[src/hdl/rha_pkg.sv]
`default_nettype none
// ----------------------------------------------------------------------------
// Handle allocator package
// Shared codes, field widths, defaults and controller/datapath interface types.
// ----------------------------------------------------------------------------
package rha_pkg;

   localparam int HANDLE_W = 7;
   localparam int STATUS_W = 3;
   localparam int REFCNT_W = 16;
   localparam int OP_W     = 2;

   localparam int DEF_TABLE_SIZE  = 128;
   localparam int DEF_COUNT_WIDTH = 16;

   localparam logic [OP_W-1:0] OP_ALLOC = 2'd0;
   localparam logic [OP_W-1:0] OP_ADD   = 2'd1;
   localparam logic [OP_W-1:0] OP_DROP  = 2'd2;

   localparam logic [STATUS_W-1:0] ST_OK       = 3'd0;
   localparam logic [STATUS_W-1:0] ST_FULL     = 3'd1;
   localparam logic [STATUS_W-1:0] ST_RELEASED = 3'd2;
   localparam logic [STATUS_W-1:0] ST_FREE     = 3'd3;
   localparam logic [STATUS_W-1:0] ST_BAD      = 3'd4;

   typedef enum logic [5:0] {
      S_CLEAR  = 6'b000001,
      S_IDLE   = 6'b000010,
      S_LOOKUP = 6'b000100,
      S_EVAL   = 6'b001000,
      S_SCAN   = 6'b010000,
      S_RESP   = 6'b100000
   } rha_state_type;

   typedef struct packed {
      logic clear;
      logic capture;
      logic lookup;
      logic evaluate;
      logic scan;
      logic load_out;
   } rha_cmd_type;

   typedef struct packed {
      logic clear_last;
      logic need_scan;
      logic scan_done;
      logic out_free;
   } rha_sts_type;

endpackage
`default_nettype wire

[src/hdl/rha_ctrl.sv]
`default_nettype none
// ----------------------------------------------------------------------------
// Handle allocator controller
// Sequences the clearing pass, table lookup, evaluation, hole scan and reply.
// ----------------------------------------------------------------------------
module rha_ctrl
   import rha_pkg::*;
(
   input  wire logic        clock,
   input  wire logic        reset,
   input  wire logic        req_valid,
   output logic             req_stall,
   input  wire rha_sts_type sts,
   output rha_cmd_type      cmd
);

   rha_state_type state_ff, state_in;

   always_comb begin
      state_in = state_ff;
      cmd      = '0;
      case (state_ff)
         S_CLEAR: begin
            cmd.clear = 1'b1;
            if (sts.clear_last) begin
               state_in = S_IDLE;
            end
         end
         S_IDLE: begin
            if (req_valid) begin
               cmd.capture = 1'b1;
               state_in    = S_LOOKUP;
            end
         end
         S_LOOKUP: begin
            cmd.lookup = 1'b1;
            state_in   = S_EVAL;
         end
         S_EVAL: begin
            cmd.evaluate = 1'b1;
            state_in     = sts.need_scan ? S_SCAN : S_RESP;
         end
         S_SCAN: begin
            cmd.scan = 1'b1;
            if (sts.scan_done) begin
               state_in = S_RESP;
            end
         end
         S_RESP: begin
            if (sts.out_free) begin
               cmd.load_out = 1'b1;
               state_in     = S_IDLE;
            end
         end
         default: begin
            state_in = S_IDLE;
         end
      endcase
   end

   assign req_stall = (state_ff != S_IDLE);

   always_ff @(posedge clock) begin
      if (reset) begin
         state_ff <= S_CLEAR;
      end else begin
         state_ff <= state_in;
      end
   end

endmodule
`default_nettype wire

[src/hdl/rha_dp.sv]
`default_nettype none
// ----------------------------------------------------------------------------
// Handle allocator datapath
// Count table memory, allocation marks, hole scan pointer and result registers.
// ----------------------------------------------------------------------------
module rha_dp
   import rha_pkg::*;
#(
   parameter int TABLE_SIZE  = DEF_TABLE_SIZE,
   parameter int COUNT_WIDTH = DEF_COUNT_WIDTH
) (
   input  wire logic                  clock,
   input  wire logic                  reset,
   input  wire rha_cmd_type           cmd,
   output rha_sts_type                sts,
   input  wire logic [OP_W-1:0]       req_operation,
   input  wire logic [HANDLE_W-1:0]   req_handle,
   input  wire logic                  rsp_stall,
   output logic                       rsp_valid,
   output logic [HANDLE_W-1:0]        rsp_result_handle,
   output logic [STATUS_W-1:0]        rsp_status,
   output logic [REFCNT_W-1:0]        rsp_ref_count
);

   localparam int IDX_W  = $clog2(TABLE_SIZE);
   localparam int MARK_W = $clog2(TABLE_SIZE + 1);
   localparam logic [COUNT_WIDTH-1:0] COUNT_MAX = {COUNT_WIDTH{1'b1}};
   localparam logic [IDX_W-1:0] LAST_IDX = IDX_W'(TABLE_SIZE - 1);

   logic [COUNT_WIDTH-1:0] mem [TABLE_SIZE];
   logic [COUNT_WIDTH-1:0] rd_data_ff;
   logic [IDX_W-1:0]       rd_addr, wr_addr;
   logic [COUNT_WIDTH-1:0] wr_data;
   logic                   wr_en;

   logic [IDX_W-1:0]    clr_ff, clr_in;
   logic [OP_W-1:0]     op_ff, op_in;
   logic [HANDLE_W-1:0] hdl_ff, hdl_in;
   logic [MARK_W-1:0]   ff_ff, ff_in;
   logic [MARK_W-1:0]   end_ff, end_in;
   logic [MARK_W-1:0]   hc_ff, hc_in;
   logic [MARK_W-1:0]   scan_ff, scan_in;
   logic [HANDLE_W-1:0] res_h_ff, res_h_in;
   logic [STATUS_W-1:0] res_st_ff, res_st_in;
   logic [REFCNT_W-1:0] res_cnt_ff, res_cnt_in;
   logic                rsp_valid_ff, rsp_valid_in;
   logic [HANDLE_W-1:0] rsp_h_ff;
   logic [STATUS_W-1:0] rsp_st_ff;
   logic [REFCNT_W-1:0] rsp_cnt_ff;

   logic [IDX_W-1:0]       h_idx;
   logic [MARK_W-1:0]      h_mark, h_next, ff_next, scan_next;
   logic                   h_bad, ff_ok;
   logic [COUNT_WIDTH-1:0] cnt_dec;

   assign h_idx     = IDX_W'(hdl_ff);
   assign h_mark    = MARK_W'(hdl_ff);
   assign h_next    = h_mark + MARK_W'(1);
   assign ff_next   = ff_ff + MARK_W'(1);
   assign scan_next = scan_ff + MARK_W'(1);
   assign cnt_dec   = rd_data_ff - COUNT_WIDTH'(1);
   assign h_bad     = (op_ff != OP_ADD && op_ff != OP_DROP) || (hdl_ff == '0) ||
                      (32'(hdl_ff) >= 32'(TABLE_SIZE));
   assign ff_ok     = (ff_ff != '0) && (32'(ff_ff) < 32'(TABLE_SIZE));

   always_comb begin
      ff_in      = ff_ff;
      end_in     = end_ff;
      hc_in      = hc_ff;
      scan_in    = scan_ff;
      res_h_in   = res_h_ff;
      res_st_in  = res_st_ff;
      res_cnt_in = res_cnt_ff;
      clr_in     = clr_ff;
      op_in      = op_ff;
      hdl_in     = hdl_ff;
      wr_en      = 1'b0;
      wr_addr    = clr_ff;
      wr_data    = '0;
      rd_addr    = h_idx;
      sts        = '0;

      sts.clear_last = (clr_ff == LAST_IDX);
      sts.out_free   = !rsp_valid_ff || !rsp_stall;

      if (cmd.clear) begin
         wr_en  = 1'b1;
         clr_in = clr_ff + IDX_W'(1);
      end

      if (cmd.capture) begin
         op_in  = req_operation;
         hdl_in = req_handle;
      end

      if (cmd.lookup) begin
         rd_addr = (op_ff == OP_ALLOC) ? IDX_W'(ff_ff) : h_idx;
      end

      if (cmd.evaluate) begin
         if (op_ff == OP_ALLOC) begin
            res_h_in   = '0;
            res_st_in  = ST_FULL;
            res_cnt_in = '0;
            if (hc_ff != '0) begin
               if (ff_ok && rd_data_ff == '0) begin
                  wr_en      = 1'b1;
                  wr_addr    = IDX_W'(ff_ff);
                  wr_data    = COUNT_WIDTH'(1);
                  hc_in      = hc_ff - MARK_W'(1);
                  res_h_in   = HANDLE_W'(ff_ff);
                  res_st_in  = ST_OK;
                  res_cnt_in = REFCNT_W'(1);
                  if (hc_ff != MARK_W'(1)) begin
                     sts.need_scan = 1'b1;
                     scan_in       = ff_next;
                     rd_addr       = IDX_W'(ff_next);
                  end else begin
                     ff_in = end_ff;
                  end
               end
            end else if (ff_ok) begin
               wr_en      = 1'b1;
               wr_addr    = IDX_W'(ff_ff);
               wr_data    = COUNT_WIDTH'(1);
               end_in     = ff_next;
               ff_in      = ff_next;
               res_h_in   = HANDLE_W'(ff_ff);
               res_st_in  = ST_OK;
               res_cnt_in = REFCNT_W'(1);
            end
         end else begin
            res_h_in   = hdl_ff;
            res_cnt_in = '0;
            if (h_bad) begin
               res_st_in = ST_BAD;
            end else if (rd_data_ff == '0) begin
               res_st_in = ST_FREE;
            end else if (op_ff == OP_ADD) begin
               wr_en      = 1'b1;
               wr_addr    = h_idx;
               wr_data    = (rd_data_ff == COUNT_MAX) ? rd_data_ff :
                            rd_data_ff + COUNT_WIDTH'(1);
               res_st_in  = ST_OK;
               res_cnt_in = REFCNT_W'(wr_data);
            end else begin
               wr_en   = 1'b1;
               wr_addr = h_idx;
               wr_data = cnt_dec;
               if (cnt_dec != '0) begin
                  res_st_in  = ST_OK;
                  res_cnt_in = REFCNT_W'(cnt_dec);
               end else begin
                  res_st_in = ST_RELEASED;
                  if (ff_ff > h_mark) begin
                     ff_in = h_mark;
                     if (end_ff == h_next) begin
                        end_in = h_mark;
                     end else begin
                        hc_in = hc_ff + MARK_W'(1);
                     end
                  end else if (end_ff == h_next) begin
                     end_in = h_mark;
                  end else begin
                     hc_in = hc_ff + MARK_W'(1);
                  end
               end
            end
         end
      end

      if (cmd.scan) begin
         if (scan_ff >= end_ff) begin
            ff_in         = end_ff;
            sts.scan_done = 1'b1;
         end else if (rd_data_ff == '0) begin
            ff_in         = scan_ff;
            sts.scan_done = 1'b1;
         end else begin
            scan_in = scan_next;
            rd_addr = IDX_W'(scan_next);
         end
      end

      rsp_valid_in = rsp_valid_ff && rsp_stall;
      if (cmd.load_out) begin
         rsp_valid_in = 1'b1;
      end
   end

   always_ff @(posedge clock) begin
      if (wr_en) begin
         mem[wr_addr] <= wr_data;
      end
      rd_data_ff <= mem[rd_addr];
   end

   always_ff @(posedge clock) begin
      if (reset) begin
         clr_ff       <= '0;
         ff_ff        <= MARK_W'(1);
         end_ff       <= MARK_W'(1);
         hc_ff        <= '0;
         rsp_valid_ff <= 1'b0;
      end else begin
         clr_ff       <= clr_in;
         ff_ff        <= ff_in;
         end_ff       <= end_in;
         hc_ff        <= hc_in;
         rsp_valid_ff <= rsp_valid_in;
      end
   end

   always_ff @(posedge clock) begin
      op_ff      <= op_in;
      hdl_ff     <= hdl_in;
      scan_ff    <= scan_in;
      res_h_ff   <= res_h_in;
      res_st_ff  <= res_st_in;
      res_cnt_ff <= res_cnt_in;
      if (cmd.load_out) begin
         rsp_h_ff   <= res_h_ff;
         rsp_st_ff  <= res_st_ff;
         rsp_cnt_ff <= res_cnt_ff;
      end
   end

   assign rsp_valid         = rsp_valid_ff;
   assign rsp_result_handle = rsp_h_ff;
   assign rsp_status        = rsp_st_ff;
   assign rsp_ref_count     = rsp_cnt_ff;

`ifndef SYNTH
   a_first_free_le_end: assert property (@(posedge clock) disable iff (reset)
      ff_ff <= end_ff)
      else $error("First-free mark lies beyond the end mark.");

   a_scan_within_end: assert property (@(posedge clock) disable iff (reset)
      cmd.scan |-> scan_ff <= end_ff)
      else $error("Hole scan pointer passed the end mark.");

   a_load_sets_valid: assert property (@(posedge clock) disable iff (reset)
      cmd.load_out |=> rsp_valid_ff)
      else $error("Loaded result item is not presented.");

   a_no_load_while_held: assert property (@(posedge clock) disable iff (reset)
      cmd.load_out |-> (!rsp_valid_ff || !rsp_stall))
      else $error("Result item overwritten before it was taken.");
`endif

endmodule
`default_nettype wire

[src/hdl/refcounted_handle_allocator_top.sv]
`default_nettype none
// ----------------------------------------------------------------------------
// Reference-counted handle allocator
// Allocates handles, adds and drops references on a table of counts.
// ----------------------------------------------------------------------------
// After reset the block runs a clearing pass over the count table, one entry
// per cycle, with req_stall held high. Each item then passes through the
// states in order: the accepting cycle in S_IDLE, which captures it, the table
// read in S_LOOKUP, evaluation and update in S_EVAL, and S_RESP, at whose end
// the result is loaded once the output register is free. An allocation
// that reuses a hole while other holes remain scans the table upward for the
// next hole through the single memory read port, examining one entry after
// another, at most up to the end mark. A finished result waits in its own
// output register, so the next item can be accepted while it is still stalled.
module refcounted_handle_allocator_top
   import rha_pkg::*;
#(
   parameter int TABLE_SIZE  = DEF_TABLE_SIZE,
   parameter int COUNT_WIDTH = DEF_COUNT_WIDTH
) (
   input  wire logic                clock,
   input  wire logic                reset,
   input  wire logic                req_valid,
   output logic                     req_stall,
   input  wire logic [OP_W-1:0]     req_operation,
   input  wire logic [HANDLE_W-1:0] req_handle,
   output logic                     rsp_valid,
   input  wire logic                rsp_stall,
   output logic [HANDLE_W-1:0]      rsp_result_handle,
   output logic [STATUS_W-1:0]      rsp_status,
   output logic [REFCNT_W-1:0]      rsp_ref_count
);

   rha_cmd_type cmd;
   rha_sts_type sts;

   rha_ctrl u_ctrl (
      .clock     (clock),
      .reset     (reset),
      .req_valid (req_valid),
      .req_stall (req_stall),
      .sts       (sts),
      .cmd       (cmd)
   );

   rha_dp #(
      .TABLE_SIZE  (TABLE_SIZE),
      .COUNT_WIDTH (COUNT_WIDTH)
   ) u_dp (
      .clock             (clock),
      .reset             (reset),
      .cmd               (cmd),
      .sts               (sts),
      .req_operation     (req_operation),
      .req_handle        (req_handle),
      .rsp_stall         (rsp_stall),
      .rsp_valid         (rsp_valid),
      .rsp_result_handle (rsp_result_handle),
      .rsp_status        (rsp_status),
      .rsp_ref_count     (rsp_ref_count)
   );

endmodule
`default_nettype wire
[config.mk]
export PLATFORM = sky130hd
export DESIGN_NAME = refcounted_handle_allocator_top
export DESIGN_NICKNAME = d
export VERILOG_FILES = /design/src/hdl/rha_pkg.sv /design/src/hdl/rha_ctrl.sv /design/src/hdl/rha_dp.sv /design/src/hdl/refcounted_handle_allocator_top.sv
export SDC_FILE = /design/constraint.sdc
export NUM_CORES = 2
export LEC_CHECK = 0
export BUFFER_PORTS_ARGS = -buffer_cell sky130_fd_sc_hd__buf_2
export CAP_MARGIN = 20
export CORE_MARGIN = 3
export CORE_UTILIZATION = 48
export DETAILED_ROUTE_END_ITERATION = 10
export MAX_ROUTING_LAYER = met4
export SLEW_MARGIN = 10
export SYNTH_ARGS = -nofsm -noshare
export SYNTH_HDL_FRONTEND = slang
export SYNTH_SLANG_ARGS = --single-unit
[constraint.sdc]
create_clock -name clock -period 11.1 [get_ports clock]
set_input_delay 2.22 -clock clock [delete_from_list [all_inputs] [get_ports clock]]
set_output_delay 2.22 -clock clock [all_outputs]
set_load 0.02 [all_outputs]
==> summary.md <==
| Metric | Value |
|---|---|
| Status | completed |
| Starting density of the core | 0.4857 |
| Final Hold Vio Count | 0 |
| Die span in y | 434.8 microns |
| Nets | 6631 |
| Routed vias | 57130 |
| Mux contribution to synthesized area | 0.03103 |
| Total track usage | 0.2922 |
| IO Port Bufs | 40 |
| Startpoint Class | register |
| Clock Path Buffers | 3 |
| Clock sinks | 2171 |
| Worst path slowest cell | o31a_2 |
| Post-CTS setup buffer count | 0 |
| Ys async rst share | 0 |
| Htree depth | 4 |
| GRT overflow | 0 |
| Max_slew headroom | 0.2132 |
| Placed cells | 8816 |
| Layout area overhead | 11.75% |
| WL/cell | 29.66 microns |
| Main combinational cell family by area after synthesis | simple AND/OR/NAND/NOR gates |
| Crit. End Element | register |
| Vias in the first global route | 52760 |
| Clk root buf | clkbuf_16 |
| Synth top area cells | edfxtp_1 72%, nand2_1 6.7%, nand3_1 3.1% |
| Fin Setup TNS | 0 ns |
| Core area | 181700 sq um |
| Synth cell count leaders | 2109 x edfxtp_1, 1580 x nand2_1, 552 x nand3_1 |
| DR iter-0 viols | 8198 |
| Mapped Cells | 6523 |
| Clock buffer count from CTS | 217 |
| Vias per inst | 6.189 |
| Synth Area per Inst | 13.53 sq um |
| Power Density | 168.2 nW/um^2 |
| Mapped Area | 88260 sq um |
| Post-Syn Nets | 6566 |
| Post-synthesis sequential area ratio | 0.7316 |
| Io pins | 41 |
| Fraction of layout cells with a size suffix above 1 | 0.09504 |
| Unrepaired setup endpoints after global routing | false |
| Initial antenna violation count | 11 |
| Synth top area share | 0.7176 |
| Count leader, synth | edfxtp_1 |
| Post-CTS Resized | 0 |
| Fin. max-slew vios | 0 |
| Rows | 156 |
| Cells along the critical path | inv_1 -> ha_1 -> nand3_2 -> nor2_1 -> or3_1 -> nor2_2 -> buf_4 -> o31a_2 -> buf_4 -> buf_4 -> and3_1 -> a311oi_1 -> o2111ai_1 -> nand4_1 -> a2111o_1 |
| Syn. warnings | 0 |
| Largest net degree at the start of global routing | 162 |
| Synth Area in Compound Gates | 0.06893 |
| Gp weighted congestion | 0.9466 |
| Post-DP HPWL | 164.6 mm |
| Leakage | 0.03131 uW |
| Post-synth EDFFs | 2109 |
| Worst Path Required | 11.82 ns |
| Final setup vio count | 0 |
| Crit path top cell by count | buf_4 |
| Min-Delay Path Class | reg -> reg |
| CP Class | reg -> reg |
| Die Span X | 434.8 microns |
| Max Clock Freq | 144.8 MHz |
| Crit path largest cell delay | 0.74 ns |
| Final ANT Viol Nets | 0 |
| Final worst clock skew | 0.04609 ns |
| Synth area leader | edfxtp_1 |
| Max cap viols | 0 |
| Synth Register Bits | 2171 |
| Cts hold-fix bufs | 0 |
| Crit path arrival time | 7.63 ns |
| Main synth FF type | edfxtp_1 |
| Final period util | 0.6221 |
| Slew of the pin with the lowest slew margin | 1.180 ns |
| Global-route wire length before repair | 392.0 mm |
| XOR/XNOR Fraction of Synth Area | 0.004962 |
| Drt first pass iters | 6 |
| Clk pin slew, worst setup/hold paths | 0.06 ns |
| Filler cell count | 14760 |
| Synth cell types | 84 |
| DRC Markers | 0 |
| CP max FO | 60 |
| Post-synthesis simple-gate area fraction | 0.1331 |
| Worst VDD drop | 0.1318 mV |
| Worst-skew pair later-pin latency | 0.87 ns |
| Post-Layout Cell Count | 9232 |
| Die area | 189100 sq um |
| CTS tree | done |
| Adder-Cell Fraction of Synth Area | 0.004253 |
| Final worst path period need | 6.906 ns |
| WL final | 273.8 mm |
[cells by family after synthesis]
logic type,count (synthesis)
AND/OR/NAND/NOR,2709
flip-flops,2171
AO/OA/AOI/OAI,816
buffers and inverters,475
multiplexers,272
XOR/XNOR,50
adder cells (fa/ha/maj),30
[sequential cells by signal, summed over array words and instances, names as in the netlist, 8 cells and up]
register	count
u_dp.hc_ff	8
u_dp.ff_ff	8
u_dp.scan_ff	8
u_dp.res_cnt_ff	16
u_dp.rsp_ref_count	16
u_dp.mem	2048
u_dp.end_ff	8
u_dp.rd_data_ff	16
[stage by stage]
step                setup slack (ns)  total power [uW]  utilization  instance area [sq um]  hold slack, ns
floorplan                      1.080              9350            -                  88260          0.4003
global placement               4.432              9551       0.5040                  91590          0.4027
detailed placement             4.438              9556       0.5041                  91600          0.4065
CTS                            4.423             16670       0.5424                  98560          0.4201
global route                   4.031             17010       0.5427                  98620          0.4200
finish                         4.194             16590       0.5427                  98630          0.4142
[layer usage]
metal  global-route usage  up-vias  share of wire  wire length (microns)
met2               0.4293     3253           0.45                 124100
met4               0.1135        0          0.043                  11680
met3              0.05374      498           0.10                  27600
li1                     -    24780              -                      -
met5                    -        -              0                      0
met1               0.4061    28610           0.40                 110400
[cells in the final DEF, fill, tap and decap left out, types with 13 or more instances in the layout]
| master | instances |
|---|---|
| clkbuf_1 | 54 |
| clkinv_2 | 39 |
| bufinv_16 | 16 |
| nor2b_1 | 13 |
| xor2_1 | 28 |
| a221oi_1 | 144 |
| and3_1 | 83 |
| buf_4 | 217 |
| a311oi_1 | 80 |
| a31oi_1 | 65 |
| nand4_1 | 123 |
| nor2_1 | 247 |
| clkbuf_16 | 220 |
| o22ai_1 | 33 |
| a21oi_1 | 179 |
| a211oi_1 | 17 |
| o21ai_0 | 63 |
| nand2_1 | 1580 |
| o311ai_1 | 15 |
| mux2i_1 | 263 |
| clkinv_1 | 50 |
| a2111o_1 | 14 |
| dfxtp_1 | 62 |
| a41oi_1 | 18 |
| nor3_1 | 23 |
| o32a_1 | 29 |
| buf_2 | 41 |
| xnor2_1 | 22 |
| o2111ai_1 | 57 |
| a32o_1 | 35 |
| inv_1 | 45 |
| ha_1 | 30 |
| buf_12 | 16 |
| edfxtp_1 | 2109 |
| nand3_1 | 552 |
[path summary, 6_finish.rpt]
check	startpoint	to	slack, ns	depth (start not counted)
worst max register to register	u_dp.rd_data_ff[0]	u_dp.rd_data_ff[10]	4.19	15
worst min-delay path	u_dp.res_cnt_ff[5]	u_dp.rsp_ref_count[5]	0.41	0
worst max-delay path	u_dp.rd_data_ff[0]	u_dp.rd_data_ff[10]	4.19	15
worst min register to register	u_dp.res_cnt_ff[5]	u_dp.rsp_ref_count[5]	0.41	0
[area by class of cell]
type / count / area (sq um) / share of cell area
clock buffer: 286 / 5873 / 0.05955
timing repair buffer: 275 / 2182 / 0.02212
clock inverter: 121 / 1092 / 0.01108
inverter: 46 / 172.7 / 0.001751
tap: 2449 / 3064 / 0.03107
antenna: 7 / 17.52 / 0.0001776
sequential: 2171 / 64570 / 0.6547
multi-input combinational: 3877 / 21650 / 0.2195
[where the power goes]
group          switching [uW]  total (uW)  internal (uW)
registers                35.1        8990           8950
logic                     311         403           91.7
clock network            3110        7200           4090
total                    3460       16600          13100
[critical path: cells and delay by family (launching register included)]
kind                       cells  cell delay (ns)
and+or+nand+nor                6             1.87
buffers and inverters          4             1.84
AOI/OAI and AO/OA              4             1.81
DFF                            1             0.72
adders and majority gates      1             0.32
Power figures use the tool's default switching activity.
